--- config.mk ---
export PLATFORM = sky130hd
export DESIGN_NAME = dcp_ctrl
export DESIGN_NICKNAME = d
export VERILOG_FILES = /design/src/rtl/dcp_pkg.sv /design/src/rtl/dcp_ctrl.sv
export SDC_FILE = /design/constraint.sdc
export NUM_CORES = 1
export LEC_CHECK = 0
export ABC_AREA = 1
export BUFFER_PORTS_ARGS = -buffer_cell sky130_fd_sc_hd__buf_2
export CAP_MARGIN = 20
export CORE_AREA = 2 2 39 41
export DETAILED_ROUTE_END_ITERATION = 7
export DIE_AREA = 0 0 41 43
export PLACE_DENSITY = 0.76
export SETUP_SLACK_MARGIN = 0.02
export SYNTH_ARGS = -nofsm -noshare
export SYNTH_HDL_FRONTEND = slang
export SYNTH_SLANG_ARGS = --single-unit
--- constraint.sdc ---
create_clock -name clk_i -period 2.68 [get_ports clk_i]
set_clock_uncertainty 0.15 [all_clocks]
set_input_delay 0.402 -clock clk_i [delete_from_list [all_inputs] [get_ports clk_i]]
set_output_delay 0.402 -clock clk_i [all_outputs]
set_load 0.005 [all_outputs]
--- src/rtl/dcp_pkg.sv ---
// dcp_pkg: shared widths, command and opcode types, and the control/status
// structs passed between the dag_critical_path controller and datapath.
// No dependencies.
package dcp_pkg;

  localparam int CMD_W        = 2;
  localparam int NODE_W       = 10;
  localparam int DUR_IN_W     = 16;
  localparam int FIN_W        = 26;
  localparam int CNT_W        = 11;
  localparam int IN_TDATA_W   = 40;
  localparam int OUT_TDATA_W  = 32;
  localparam int APB_DATA_W   = 32;
  localparam int APB_ADDR_W   = 3;

  localparam int DEF_MAX_NODES     = 1024;
  localparam int DEF_MAX_EDGES     = 4096;
  localparam int DEF_DURATION_BITS = 16;

  localparam logic [APB_ADDR_W-1:0] CFG_NODE_COUNT = 3'd0;

  typedef enum logic [CMD_W-1:0] {
    CMD_SET_DUR  = 2'd0,
    CMD_ADD_EDGE = 2'd1,
    CMD_RUN      = 2'd2
  } cmd_e;

  typedef enum logic [4:0] {
    OP_NONE,
    OP_SET_DUR,
    OP_ADD_EDGE,
    OP_START,
    OP_CLR,
    OP_CNT_RD,
    OP_CNT_CHK,
    OP_CNT_WR,
    OP_SEED_RD,
    OP_SEED_WR,
    OP_POP_RD,
    OP_POP_FIN,
    OP_POP_LATCH,
    OP_REL_RD,
    OP_REL_CHK,
    OP_REL_WR,
    OP_FINISH
  } op_e;

  typedef struct packed {
    op_e  op;
    logic idx_clear;
    logic out_load;
  } dp_cmd_t;

  typedef struct packed {
    logic idx_at_n;
    logic idx_at_edges;
    logic queue_empty;
  } dp_stat_t;

endpackage

--- src/rtl/dcp_ctrl.sv ---
// dcp_ctrl: sequencer for load and run requests; steps the datapath through
// clear, in-degree count, seeding and relaxation. Depends on dcp_pkg.
module dcp_ctrl
  import dcp_pkg::*;
(
  input  logic             clk_i,
  input  logic             rst_ni,
  input  logic             in_valid_i,
  input  logic [CMD_W-1:0] in_cmd_i,
  output logic             in_ready_o,
  input  logic             out_free_i,
  input  dp_stat_t         stat_i,
  output dp_cmd_t          cmd_o
);

  localparam logic [3:0] S_IDLE      = 4'd0;
  localparam logic [3:0] S_CLR       = 4'd1;
  localparam logic [3:0] S_CNT_RD    = 4'd2;
  localparam logic [3:0] S_CNT_CHK   = 4'd3;
  localparam logic [3:0] S_CNT_WR    = 4'd4;
  localparam logic [3:0] S_SEED_RD   = 4'd5;
  localparam logic [3:0] S_SEED_WR   = 4'd6;
  localparam logic [3:0] S_POP_RD    = 4'd7;
  localparam logic [3:0] S_POP_FIN   = 4'd8;
  localparam logic [3:0] S_POP_LATCH = 4'd9;
  localparam logic [3:0] S_REL_RD    = 4'd10;
  localparam logic [3:0] S_REL_CHK   = 4'd11;
  localparam logic [3:0] S_REL_WR    = 4'd12;
  localparam logic [3:0] S_DONE      = 4'd13;

  logic [3:0] state_q, state_d;

  assign in_ready_o = (state_q == S_IDLE);

  always_comb begin
    state_d       = state_q;
    cmd_o         = '0;
    cmd_o.op      = OP_NONE;
    unique case (state_q)
      S_IDLE: begin
        if (in_valid_i) begin
          unique case (in_cmd_i)
            CMD_SET_DUR:  cmd_o.op = OP_SET_DUR;
            CMD_ADD_EDGE: cmd_o.op = OP_ADD_EDGE;
            CMD_RUN: begin
              cmd_o.op        = OP_START;
              cmd_o.idx_clear = 1'b1;
              state_d         = S_CLR;
            end
            default: cmd_o.op = OP_NONE;
          endcase
        end
      end
      S_CLR: begin
        if (stat_i.idx_at_n) begin
          cmd_o.idx_clear = 1'b1;
          state_d         = S_CNT_RD;
        end else begin
          cmd_o.op = OP_CLR;
        end
      end
      S_CNT_RD: begin
        if (stat_i.idx_at_edges) begin
          cmd_o.idx_clear = 1'b1;
          state_d         = S_SEED_RD;
        end else begin
          cmd_o.op = OP_CNT_RD;
          state_d  = S_CNT_CHK;
        end
      end
      S_CNT_CHK: begin
        cmd_o.op = OP_CNT_CHK;
        state_d  = S_CNT_WR;
      end
      S_CNT_WR: begin
        cmd_o.op = OP_CNT_WR;
        state_d  = S_CNT_RD;
      end
      S_SEED_RD: begin
        if (stat_i.idx_at_n) begin
          state_d = S_POP_RD;
        end else begin
          cmd_o.op = OP_SEED_RD;
          state_d  = S_SEED_WR;
        end
      end
      S_SEED_WR: begin
        cmd_o.op = OP_SEED_WR;
        state_d  = S_SEED_RD;
      end
      S_POP_RD: begin
        if (stat_i.queue_empty) begin
          state_d = S_DONE;
        end else begin
          cmd_o.op = OP_POP_RD;
          state_d  = S_POP_FIN;
        end
      end
      S_POP_FIN: begin
        cmd_o.op = OP_POP_FIN;
        state_d  = S_POP_LATCH;
      end
      S_POP_LATCH: begin
        cmd_o.op        = OP_POP_LATCH;
        cmd_o.idx_clear = 1'b1;
        state_d         = S_REL_RD;
      end
      S_REL_RD: begin
        if (stat_i.idx_at_edges) begin
          state_d = S_POP_RD;
        end else begin
          cmd_o.op = OP_REL_RD;
          state_d  = S_REL_CHK;
        end
      end
      S_REL_CHK: begin
        cmd_o.op = OP_REL_CHK;
        state_d  = S_REL_WR;
      end
      S_REL_WR: begin
        cmd_o.op = OP_REL_WR;
        state_d  = S_REL_RD;
      end
      S_DONE: begin
        // hold the result until the output register frees up
        if (out_free_i) begin
          cmd_o.op       = OP_FINISH;
          cmd_o.out_load = 1'b1;
          state_d        = S_IDLE;
        end
      end
      default: state_d = S_IDLE;
    endcase
  end

  always_ff @(posedge clk_i or negedge rst_ni) begin
    if (!rst_ni) begin
      state_q <= S_IDLE;
    end else begin
      state_q <= state_d;
    end
  end

endmodule

Word-level counts from Yosys, hierarchy flattened
Cells that the tools add are included.
{"block": "word_totals", "reg_bits": 4, "input_bits": 9, "out_inout_bits": 8, "elab_cells": 48}
{"block": "op_classes", "eq_ne": 19, "muxes": 24, "reduce_logical": 4}
{"op": "$pmux 5 s14", "count": 1}
{"op": "$pmux 4 s13", "count": 1}
{"op": "$mux 4", "count": 8}
{"op": "$eq 4x4->1 const B", "count": 6}
{"op": "$eq 4x3->1 const B", "count": 4}
{"op": "$mux 3", "count": 4}
{"op": "$eq 4x2->1 const B", "count": 2}
{"op": "$mux 1", "count": 6}
{"op": "$mux 6", "count": 1}
{"op": "$ne 2x2->1 const B", "count": 3}
{"op": "$pmux 2 s3", "count": 1}
{"op": "$mux 5", "count": 1}
{"op": "$eq 4x1->1 const B", "count": 1}
{"op": "$logic_not 4->1", "count": 1}
{"op": "$pmux 1 s4", "count": 1}
{"op": "$reduce_and 4->1", "count": 1}
{"op": "$eq 2x1->1 const B", "count": 1}
{"op": "$eq 2x2->1 const B", "count": 1}
{"op": "$logic_not 2->1", "count": 1}
{"op": "$ne 2x1->1 const B", "count": 1}
{"op": "$reduce_or 2->1", "count": 1}

Depth between registers and ports, before layout
Gate-level depths: netlist of run 1.
{"block": "depth", "ltp_word": 4, "mapped_depth": 8, "mapped_depth_nobuf": 8}

Least setup slack after synthesis of run 1
Ideal clock, no wire load.
{"block": "synth_timing", "kind": "register to output", "startpoint": "register state_q[1]", "endpoint": "output port cmd_o[2] in the netlist's numbering", "arrival_time_ns": 1.033, "t_required_ns": 2.128, "setup_slack_ns": 1.095, "stages_incl_launch_ff": 6, "n_path_buf": 0, "cell_sequence": "dfrtp_1 > nor2_2 > inv_2 > nor2_4 > o211ai_1 > nand3_1"}
{"element": "start: declaration", "line_no": "dcp_ctrl.sv:31", "text": "logic [3:0] state_q, state_d;"}
{"element": "start signal: assignment", "line_no": "dcp_ctrl.sv:140", "text": "state_q <= state_d;"}
{"element": "end: declaration", "line_no": "dcp_ctrl.sv:13", "text": "output dp_cmd_t cmd_o"}

==> qor.yml, run 1 <==
yosys:
  synth-edff-count: 0
  synth-simple-area-share_pct: 51.15
  syn_inst: 97
  synth-xor-area-share_pct: 0
  synthDistinctLibCells: 19
  yosys-top-cells-area: "nand2_1 19%, dfrtp_1 18%, nand3_1 10%"
  avgSynthCellArea_sq_um: 5.624
  synth_mux_area_share_pct: 0
  syn_area_sq_um: 545.5
  synth_fa_ha_area_share_pct: 4.587
  synth_common_cells: "27 x nand2_1, 11 x nand3_1, 11 x nor2_1"
  synth_top_area_share_pct: 18.58
  synth_top_family_by_area: "simple AND/OR/NAND/NOR gates"
  synth_top_cell_by_area: "nand2_1"
  async_reset_ff_share_pct: 100.0
  ys_warn_count: 0
  yosysMostFrequentCell: "nand2_1"
  synth_fp_nets: 108
  synth_flop_cell: "dfrtp_1"
  synth_compound_area_share_pct: 12.16
  yosys_register_bits: 4
  seq_area_frac_synth_pct: 18.35
clock_network:
  cts.sinks: 4
  cts_tree: "built"
  cts_buffers: 3
  h-tree-depth: 1
  clockBufferDepth: 2
  clockRootBuffer: "clkbuf_4"
  clk_pin_slew_ns: 0.04
  insertion_delay_ns: 0.23
power_and_ir_drop:
  ir_drop_uv: 564.7
  p_total_uw: 737.5
  power.density_nw_per_um2: 1087
  leakagePower_uw: 0.0004034
sta:
  finalSetupViolCount: 0
  max_freq_mhz: 477.0
  worst_pin_slew_ns: 0.3299
  final_hold_viol_count: 0
  rsz0062_at_grt: "no"
  drv_slew: 0
  period_minus_slack_ns: 2.097
  max_slew_margin_pct: 77.91
  post-route-period-util_pct: 78.23
  fin_tns_setup_ns: 0
  worst_hold_slack_ns: 0.3526
setup_path:
  timing.rr.start: "state_q[3]$_DFFE_PN0P_"
  cp.required_ns: 2.13
  arrival_ns: 1.54
  cp-start-kind: "flop"
  reg2reg_to: "state_q[3]$_DFFE_PN0P_"
  reg2reg_slack_ns: 1.19
  reg2reg_depth: 6
  crit_type: "flop to primary output"
  path_max_fanout: 5
  cp-end-kind: "primary output"
  cp-startpoint: "state_q[3]$_DFFE_PN0P_"
floorplanning:
  fp.dieH_um: 43
  fp.dieArea_sq_um: 1763
  core_area_sq_um: 1384
  ios: 17
  fp.dieW_um: 41
  start_util_pct: 39.42
  rows: 14
grt:
  grtUsageTotal_pct: 18.93
  grt_first_pass_wirelength_um: 2387
  antenna_found_initial: 0
  grt_start_max_net_pins: 8
  grt_pass1_vias: 628
  gr-total-overflow: 0
routing:
  num_vias: 680
  drtIter0Drc: 27
  firstDrtPassIters: 4
  ant_nets: 0
  drt-vias-per-instance: 5.113
  routed_wl_um: 1436
  avgRoutedWirePerCell_um: 10.80
  drc: 0
cells_and_area:
  max_flop_register: "state_q"
  final_layout_size_suffix_gt1_share_pct: 29.06
  area_delta_synth_final_pct: 24.31
  fin_cells: 133
  largest_reg_flops: 4
  final_nets: 130
  antenna_cells: 0
  reg.largest.list: "state_q (4)"
  nFillCells: 150
worst_hold_path:
  hold_path_class: "primary input to asynchronous set/reset pin"
place:
  dpl.cell_count: 129
  gp_congestion: 0.9316
  portBuffers: 16
  hpwl_um: 1204
run:
  drv_cap: 0
run_status:
  status: "completed"
logic make-up after synthesis:
| logic type | Yosys count |
|---|---|
| buffers and inverters | 20 |
| adders and majority gates | 2 |
| AOI/OAI and AO/OA | 10 |
| DFF | 4 |
| and+or+nand+nor | 61 |
per-layer routing:
layer / vias up / routed length, um / global-route usage (%)
li1: 354 / - / -
met1: 297 / 631 / 25.97
met2: 29 / 699 / 30.94
met3: 0 / 104 / 3.141
met4: 0 / 0 / 2.000
met5: - / 0 / 0
what timing repair did:
item                                    4_1_cts  5_1_grt
buffers inserted                              0        0
endpoints found under the setup margin        0        0
hold endpoints to repair                      4        0
gates resized for setup                       0        0
hold buffers                                  1        0
stage by stage:
stage | utilization (%) | area [sq um] | worst slack, ns
finish | 49.01 | 678.2 | 0.5835
global route | 49.01 | 678.2 | 0.4456
CTS | 49.01 | 678.2 | 0.5933
detailed placement | 46.65 | 645.6 | 0.8456
global placement | 46.65 | 645.6 | 0.9073
floorplan | - | 545.5 | 1.095
critical path, cell delays in order, from the launching register on:
cell	delay, ns
dfrtp_1	0.42
nand2_1	0.21
clkinv_1	0.12
nand2_1	0.10
o21ai_1	0.10
nor2_1	0.14
nand4_1	0.08
buf_2	0.14
placed cells by master, fill, tap and decap left out:
cell type / instances
a21oi_1: 1
a22oi_1: 1
buf_2: 16
clkbuf_4: 3
clkinv_1: 1
dfrtp_1: 4
dlygate4sd3_1: 1
ha_1: 2
inv_1: 10
inv_2: 9
nand2_1: 27
nand3_1: 11
nand4_1: 4
nor2_1: 11
nor2_2: 4
nor2_4: 1
nor3_1: 2
nor3_2: 1
o211ai_1: 5
o21ai_0: 1
o21ai_1: 1
o22ai_1: 1
power by group:
part	switching [uW]	internal [uW]
Clock	23.2	50.0
Sequential	48.0	90.6
Combinational	328	198
worst max-delay path by stage:
| stage | endpoint | cells after the start |
|---|---|---|
| after floorplan | cmd_o[2] | 5 |
| after global placement | cmd_o[2] | 6 |
| after detailed placement | cmd_o[5] | 7 |
| after CTS | cmd_o[5] | 7 |
| after global routing | cmd_o[5] | 7 |
| final | cmd_o[5] | 7 |
cell type report:
cell class                      count  area [sq um]  area share (%)
Multi-Input combinational cell     73         370.4           54.61
Sequential cell                     4         100.1           14.76
Timing Repair Buffer               17         90.09           13.28
Inverter                           20         75.07           11.07
Clock buffer                        3         22.52           3.321
Tap cell                           16         20.02           2.952
No activity file was read; power rests on OpenSTA's default activity.
==> run 2, diff against run 1 <==
==> constraint.sdc (replaced) <==
create_clock -name clk_i -period 2.1 [get_ports clk_i]
set_clock_uncertainty 0.15 [all_clocks]
set_input_delay 0.315 -clock clk_i [delete_from_list [all_inputs] [get_ports clk_i]]
set_output_delay 0.315 -clock clk_i [all_outputs]
set_load 0.005 [all_outputs]
==> run 2 against run 1 <==
Clock-buffer cell count is the same. Critical path depth is the same. Core utilization grew 0.54 points. Worst hold slack lost 0.087 ns. Largest power group unchanged. Highest routed layer unchanged.
==> qor.yml, run 2 (same netlist as run 1, synthesis figures left out) <==
power_and_ir_drop:
  p_total_uw: 955.3
  ir_drop_uv: 794.0
  power.density_nw_per_um2: 1393
  leakagePower_uw: 0.0004058
routing:
  avgRoutedWirePerCell_um: 10.93
  drt-vias-per-instance: 5.090
  ant_nets: 0
  routed_wl_um: 1454
  num_vias: 677
  drtIter0Drc: 19
  firstDrtPassIters: 4
  drc: 0
cells_and_area:
  antenna_cells: 0
  multi_input_area_sq_um: 377.9
  max_flop_register: "state_q"
  area_delta_synth_final_pct: 25.69
  final_nets: 130
  reg.largest.list: "state_q (4)"
  ff_latch_area_sq_um: 100.1
  postLayoutCoreUtil_pct: 49.55
  final_cell_mix: "26 x nand2_1, 16 x buf_2, 11 x nor2_1, 11 x nand3_1, 10 x inv_1"
  largest_reg_flops: 4
  final_layout_size_suffix_gt1_share_pct: 29.91
  final_common_cell: "nand2_1"
  postLayoutCellArea_sq_um: 685.7
  nFillCells: 151
run_status:
  status: "completed"
sta:
  rsz0062_at_grt: "yes"
  worst_pin_slew_ns: 0.3133
  period_minus_slack_ns: 1.963
  finalSetupViolCount: 0
  final_hold_viol_count: 0
  max_freq_mhz: 509.5
  drv_slew: 0
  max_slew_margin_pct: 79.02
  post-route-period-util_pct: 93.47
clock_network:
  h-tree-depth: 1
  clockRootBuffer: "clkbuf_4"
  insertion_delay_ns: 0.23
  cts_tree: "built"
  clockBufferDepth: 2
  clk_pin_slew_ns: 0.04
  cts_setup_buffers: 0
  cts.sinks: 4
  cts_buffers: 3
setup_path:
  path_max_fanout: 5
  arrival_ns: 1.50
  cp.required_ns: 1.63
  crit_type: "flop to primary output"
  cp-start-kind: "flop"
  cp-end-kind: "primary output"
floorplanning:
  ios: 17
  rows: 14
  fp.dieArea_sq_um: 1763
  start_util_pct: 39.42
  fp.dieH_um: 43
  fp.dieW_um: 41
  core_area_sq_um: 1384
place:
  portBuffers: 16
  hpwl_um: 1204
  placed_cell_area_sq_um: 645.6
  gp_congestion: 0.9317
grt:
  grt_start_max_net_pins: 8
  gr-total-overflow: 0
  grt_pass1_vias: 628
  grt_first_pass_wirelength_um: 2387
  grtUsageTotal_pct: 18.93
  antenna_found_initial: 0
run:
  drv_cap: 0
worst_hold_path:
  hold_path_class: "primary input to asynchronous set/reset pin"
[run 2: changes by cell type in the layout (fill, tap and decap cells not counted)]
cell and change:
nand2_1 -1, nand2_2 +1, nor2_2 -1, nor2_4 +1
[run 2: report_power, final]
part | internal [uW] | total, uW | switching [uW] | leakage (uW)
Combinational | 258 | 676 | 418 | 0.000341
Sequential | 116 | 186 | 70.0 | 0.0000511
Clock | 63.8 | 93.4 | 29.5 | 0.0000138
[run 2: critical path, cell delays in order (launching register included)]
cell	delay (ns)
dfrtp_1	0.45
nand2_2	0.17
clkinv_1	0.10
nand2_1	0.10
o21ai_1	0.10
nor2_1	0.14
nand4_1	0.08
buf_2	0.14
[run 2: final timing paths]
check,from,end,slack (ns),depth (start not counted)
max in group asynchronous,rst_ni,state_q[1]$_DFFE_PN0P_,1.41,2
hold reg to reg,state_q[2]$_DFFE_PN0P_,state_q[2]$_DFFE_PN0P_,0.61,3
setup / recovery,state_q[3]$_DFFE_PN0P_,cmd_o[5],0.14,7
min in group clk_i,stat_i[1],state_q[2]$_DFFE_PN0P_,0.27,3
setup reg to reg,state_q[3]$_DFFE_PN0P_,state_q[3]$_DFFE_PN0P_,0.65,6
hold / removal,rst_ni,state_q[2]$_DFFE_PN0P_,0.27,2
[run 2: per-layer routing]
layer,vias up,global-route usage [%],routed length (um)
met5,-,0,0
met4,0,2.000,0
met3,0,3.141,82
met2,25,30.94,720
met1,296,25.97,651
li1,356,-,-
[run 2: what timing repair did]
action                     CTS  global route
setup endpoints to repair    0             3
hold endpoints to repair     4             0
hold buffers                 1             0
gates resized for setup      0             2
[run 2: stage by stage]
stage,setup WS (ns),cells,setup TNS [ns],hold WS [ns]
floorplan,0.6016,97,0,-0.1306
global placement,0.4143,129,0,-0.03167
detailed placement,0.3526,129,0,-0.02725
CTS,0.1003,133,0,0.2590
global route,-0.002078,133,-0.002078,0.2805
finish,0.1372,133,0,0.2659
[run 2: layout make-up]
class                      instances  share of cell area, %
clock buffer                       3                  3.285
sequential                         4                  14.60
inverter                          20                  10.95
timing repair buffer              17                  13.14
multi-input combinational         73                  55.11
tap                               16                  2.920
==> run 3, diff against run 2 <==
==> constraint.sdc (replaced) <==
create_clock -name clk_i -period 2 [get_ports clk_i]
set_clock_uncertainty 0.15 [all_clocks]
set_input_delay 0.3 -clock clk_i [delete_from_list [all_inputs] [get_ports clk_i]]
set_output_delay 0.3 -clock clk_i [all_outputs]
set_load 0.005 [all_outputs]
==> run 3 against run 2 <==
Core utilization grew 2.8 points. Largest cell class unchanged. Sequential cell count unchanged. Non-clock buffer count is 3 higher. Highest routed layer is now met4. Via count up 1.2%.
==> qor.yml, run 3 (same netlist as run 1, synthesis figures left out) <==
clock_network:
  clockRootBuffer: "clkbuf_4"
  cts.sinks: 4
  cts_tree: "built"
  clk_pin_slew_ns: 0.04
  insertion_delay_ns: 0.23
  h-tree-depth: 1
  clockBufferDepth: 2
  cts_buffers: 3
cells_and_area:
  final_layout_size_suffix_gt1_share_pct: 36.67
  final_nets: 133
  postLayoutCellArea_sq_um: 724.4
  largest_reg_flops: 4
  final_common_cell: "nand2_1"
  reg.largest.list: "state_q (4)"
  multi_input_area_sq_um: 390.4
  nFillCells: 144
  max_flop_register: "state_q"
  antenna_cells: 0
  final_cell_mix: "25 x nand2_1, 16 x buf_2, 11 x nand3_1, 10 x inv_1"
  area_delta_synth_final_pct: 32.80
  ff_latch_area_sq_um: 103.9
routing:
  firstDrtPassIters: 4
  ant_nets: 0
  avgRoutedWirePerCell_um: 11.25
  drtIter0Drc: 17
  drt-vias-per-instance: 5.037
  drc: 0
  routed_wl_um: 1530
  num_vias: 685
floorplanning:
  core_area_sq_um: 1384
  fp.dieH_um: 43
  fp.dieArea_sq_um: 1763
  ios: 17
  rows: 14
  fp.dieW_um: 41
  start_util_pct: 39.42
sta:
  post-route-period-util_pct: 93.40
  worst_pin_slew_ns: 0.3342
  drv_slew: 0
  fin_ws_ns: 0.1319
  final_hold_viol_count: 0
  max_slew_margin_pct: 77.62
  rsz0062_at_grt: "no"
  max_freq_mhz: 535.3
  period_minus_slack_ns: 1.868
  fin_tns_setup_ns: 0
  finalSetupViolCount: 0
power_and_ir_drop:
  p_clk_share_pct: 9.2
  leakagePower_uw: 0.0004164
  pwr-share-seq_pct: 19.6
  ir_drop_uv: 851.8
  p_sw_share_pct: 53.42
  p_total_uw: 1077
  combPwrFrac_pct: 71.3
  power_switching_uw: 575.1
  power.density_nw_per_um2: 1486
  p_int_uw: 501.4
place:
  dpl_worst_slack_ns: 0.2676
  placed_cell_area_sq_um: 645.6
  gp_congestion: 0.9317
  hpwl_um: 1204
  portBuffers: 16
setup_path:
  arrival_ns: 1.42
  path_cells: "inv_2 -> nor2_2 -> nand3_1 -> nand2_1 -> nor2_1 -> nand2_1 -> buf_2"
  critPathBufInv: 2
  cp.required_ns: 1.55
  cp-startpoint: "state_q[0]$_DFFE_PN0P_"
  crit_top_cell: "nand2_1"
  reg2reg_depth: 6
  crit_family: "simple AND/OR/NAND/NOR gates"
  reg2reg_slack_ns: 0.58
  critPathSlowestCell: "dfrtp_1"
  timing.rr.start: "state_q[0]$_DFFE_PN0P_"
  cp-start-kind: "flop"
  reg2reg_to: "state_q[0]$_DFFE_PN0P_"
  crit_type: "flop to primary output"
  path_max_fanout: 6
  max_stage_delay_ns: 0.45
  path_depth: 7
  cp-end-kind: "primary output"
worst_hold_path:
  hold_path_class: "primary input to asynchronous set/reset pin"
grt:
  grt_pass1_vias: 628
  grtUsageTotal_pct: 19.13
  grt_first_pass_wirelength_um: 2408
  gr-total-overflow: 0
  grt_start_max_net_pins: 8
  antenna_found_initial: 0
run_status:
  status: "completed"
run:
  drv_cap: 0
## run 3: cell types whose count changed in the layout (fill, tap and decap cells not counted)
cell,previous run,this run
buf_4,0,3
dfrtp_1,4,1
dfrtp_2,0,3
nand2_1,26,25
nand2_2,1,2
nor2_1,11,9
nor2_2,3,4
nor2_4,2,3
## run 3: routing by layer
metal  up-vias  wire length (um)  global-route usage, %
met5         -                 0                      0
met3         2                70                  3.141
met2        17               740                  31.25
met4         0                10                  2.000
met1       303               709                  26.30
li1        363                 -                      -
## run 3: through the flow
stage / std cells / hold slack [ns] / utilization (%)
2_1_floorplan: 97 / -0.1456 / -
3_3_place_gp: 129 / -0.04667 / 46.65
3_5_place_dp: 129 / -0.04225 / 46.65
4_1_cts: 133 / 0.2440 / 49.19
5_1_grt: 136 / 0.2616 / 52.35
6_report: 136 / 0.2533 / 52.35
## run 3: how the worst max path moves through the flow
stage | end | slack [ns]
floorplan | cmd_o[2] | 0.52
global placement | cmd_o[2] | 0.33
detailed placement | cmd_o[5] | 0.27
CTS | cmd_o[2] | 0.07
global route | cmd_o[4] | 0.02
finish | cmd_o[4] | 0.13
## run 3: cell type report
class | instances | area share [%]
clock buffer | 3 | 3.109
inverter | 20 | 10.36
multi-input combinational | 73 | 53.89
sequential | 4 | 14.34
timing repair buffer | 20 | 15.54
tap | 16 | 2.763
## run 3: what timing repair did
item	4_1_cts	5_1_grt
setup endpoints to repair	1	5
resized for setup	1	8
hold endpoints to repair	4	0
pin swaps	0	1
hold buffers	1	0
setup buffers	0	3
## run 3: power groups by stage
stage	Combinational [uW]	Clock [uW]	Sequential, uW
after floorplan	500	0	173
after global placement	696	0	182
after detailed placement	702	0	184
after CTS	709	100	186
after global routing	865	111	215
final	767	98.9	210
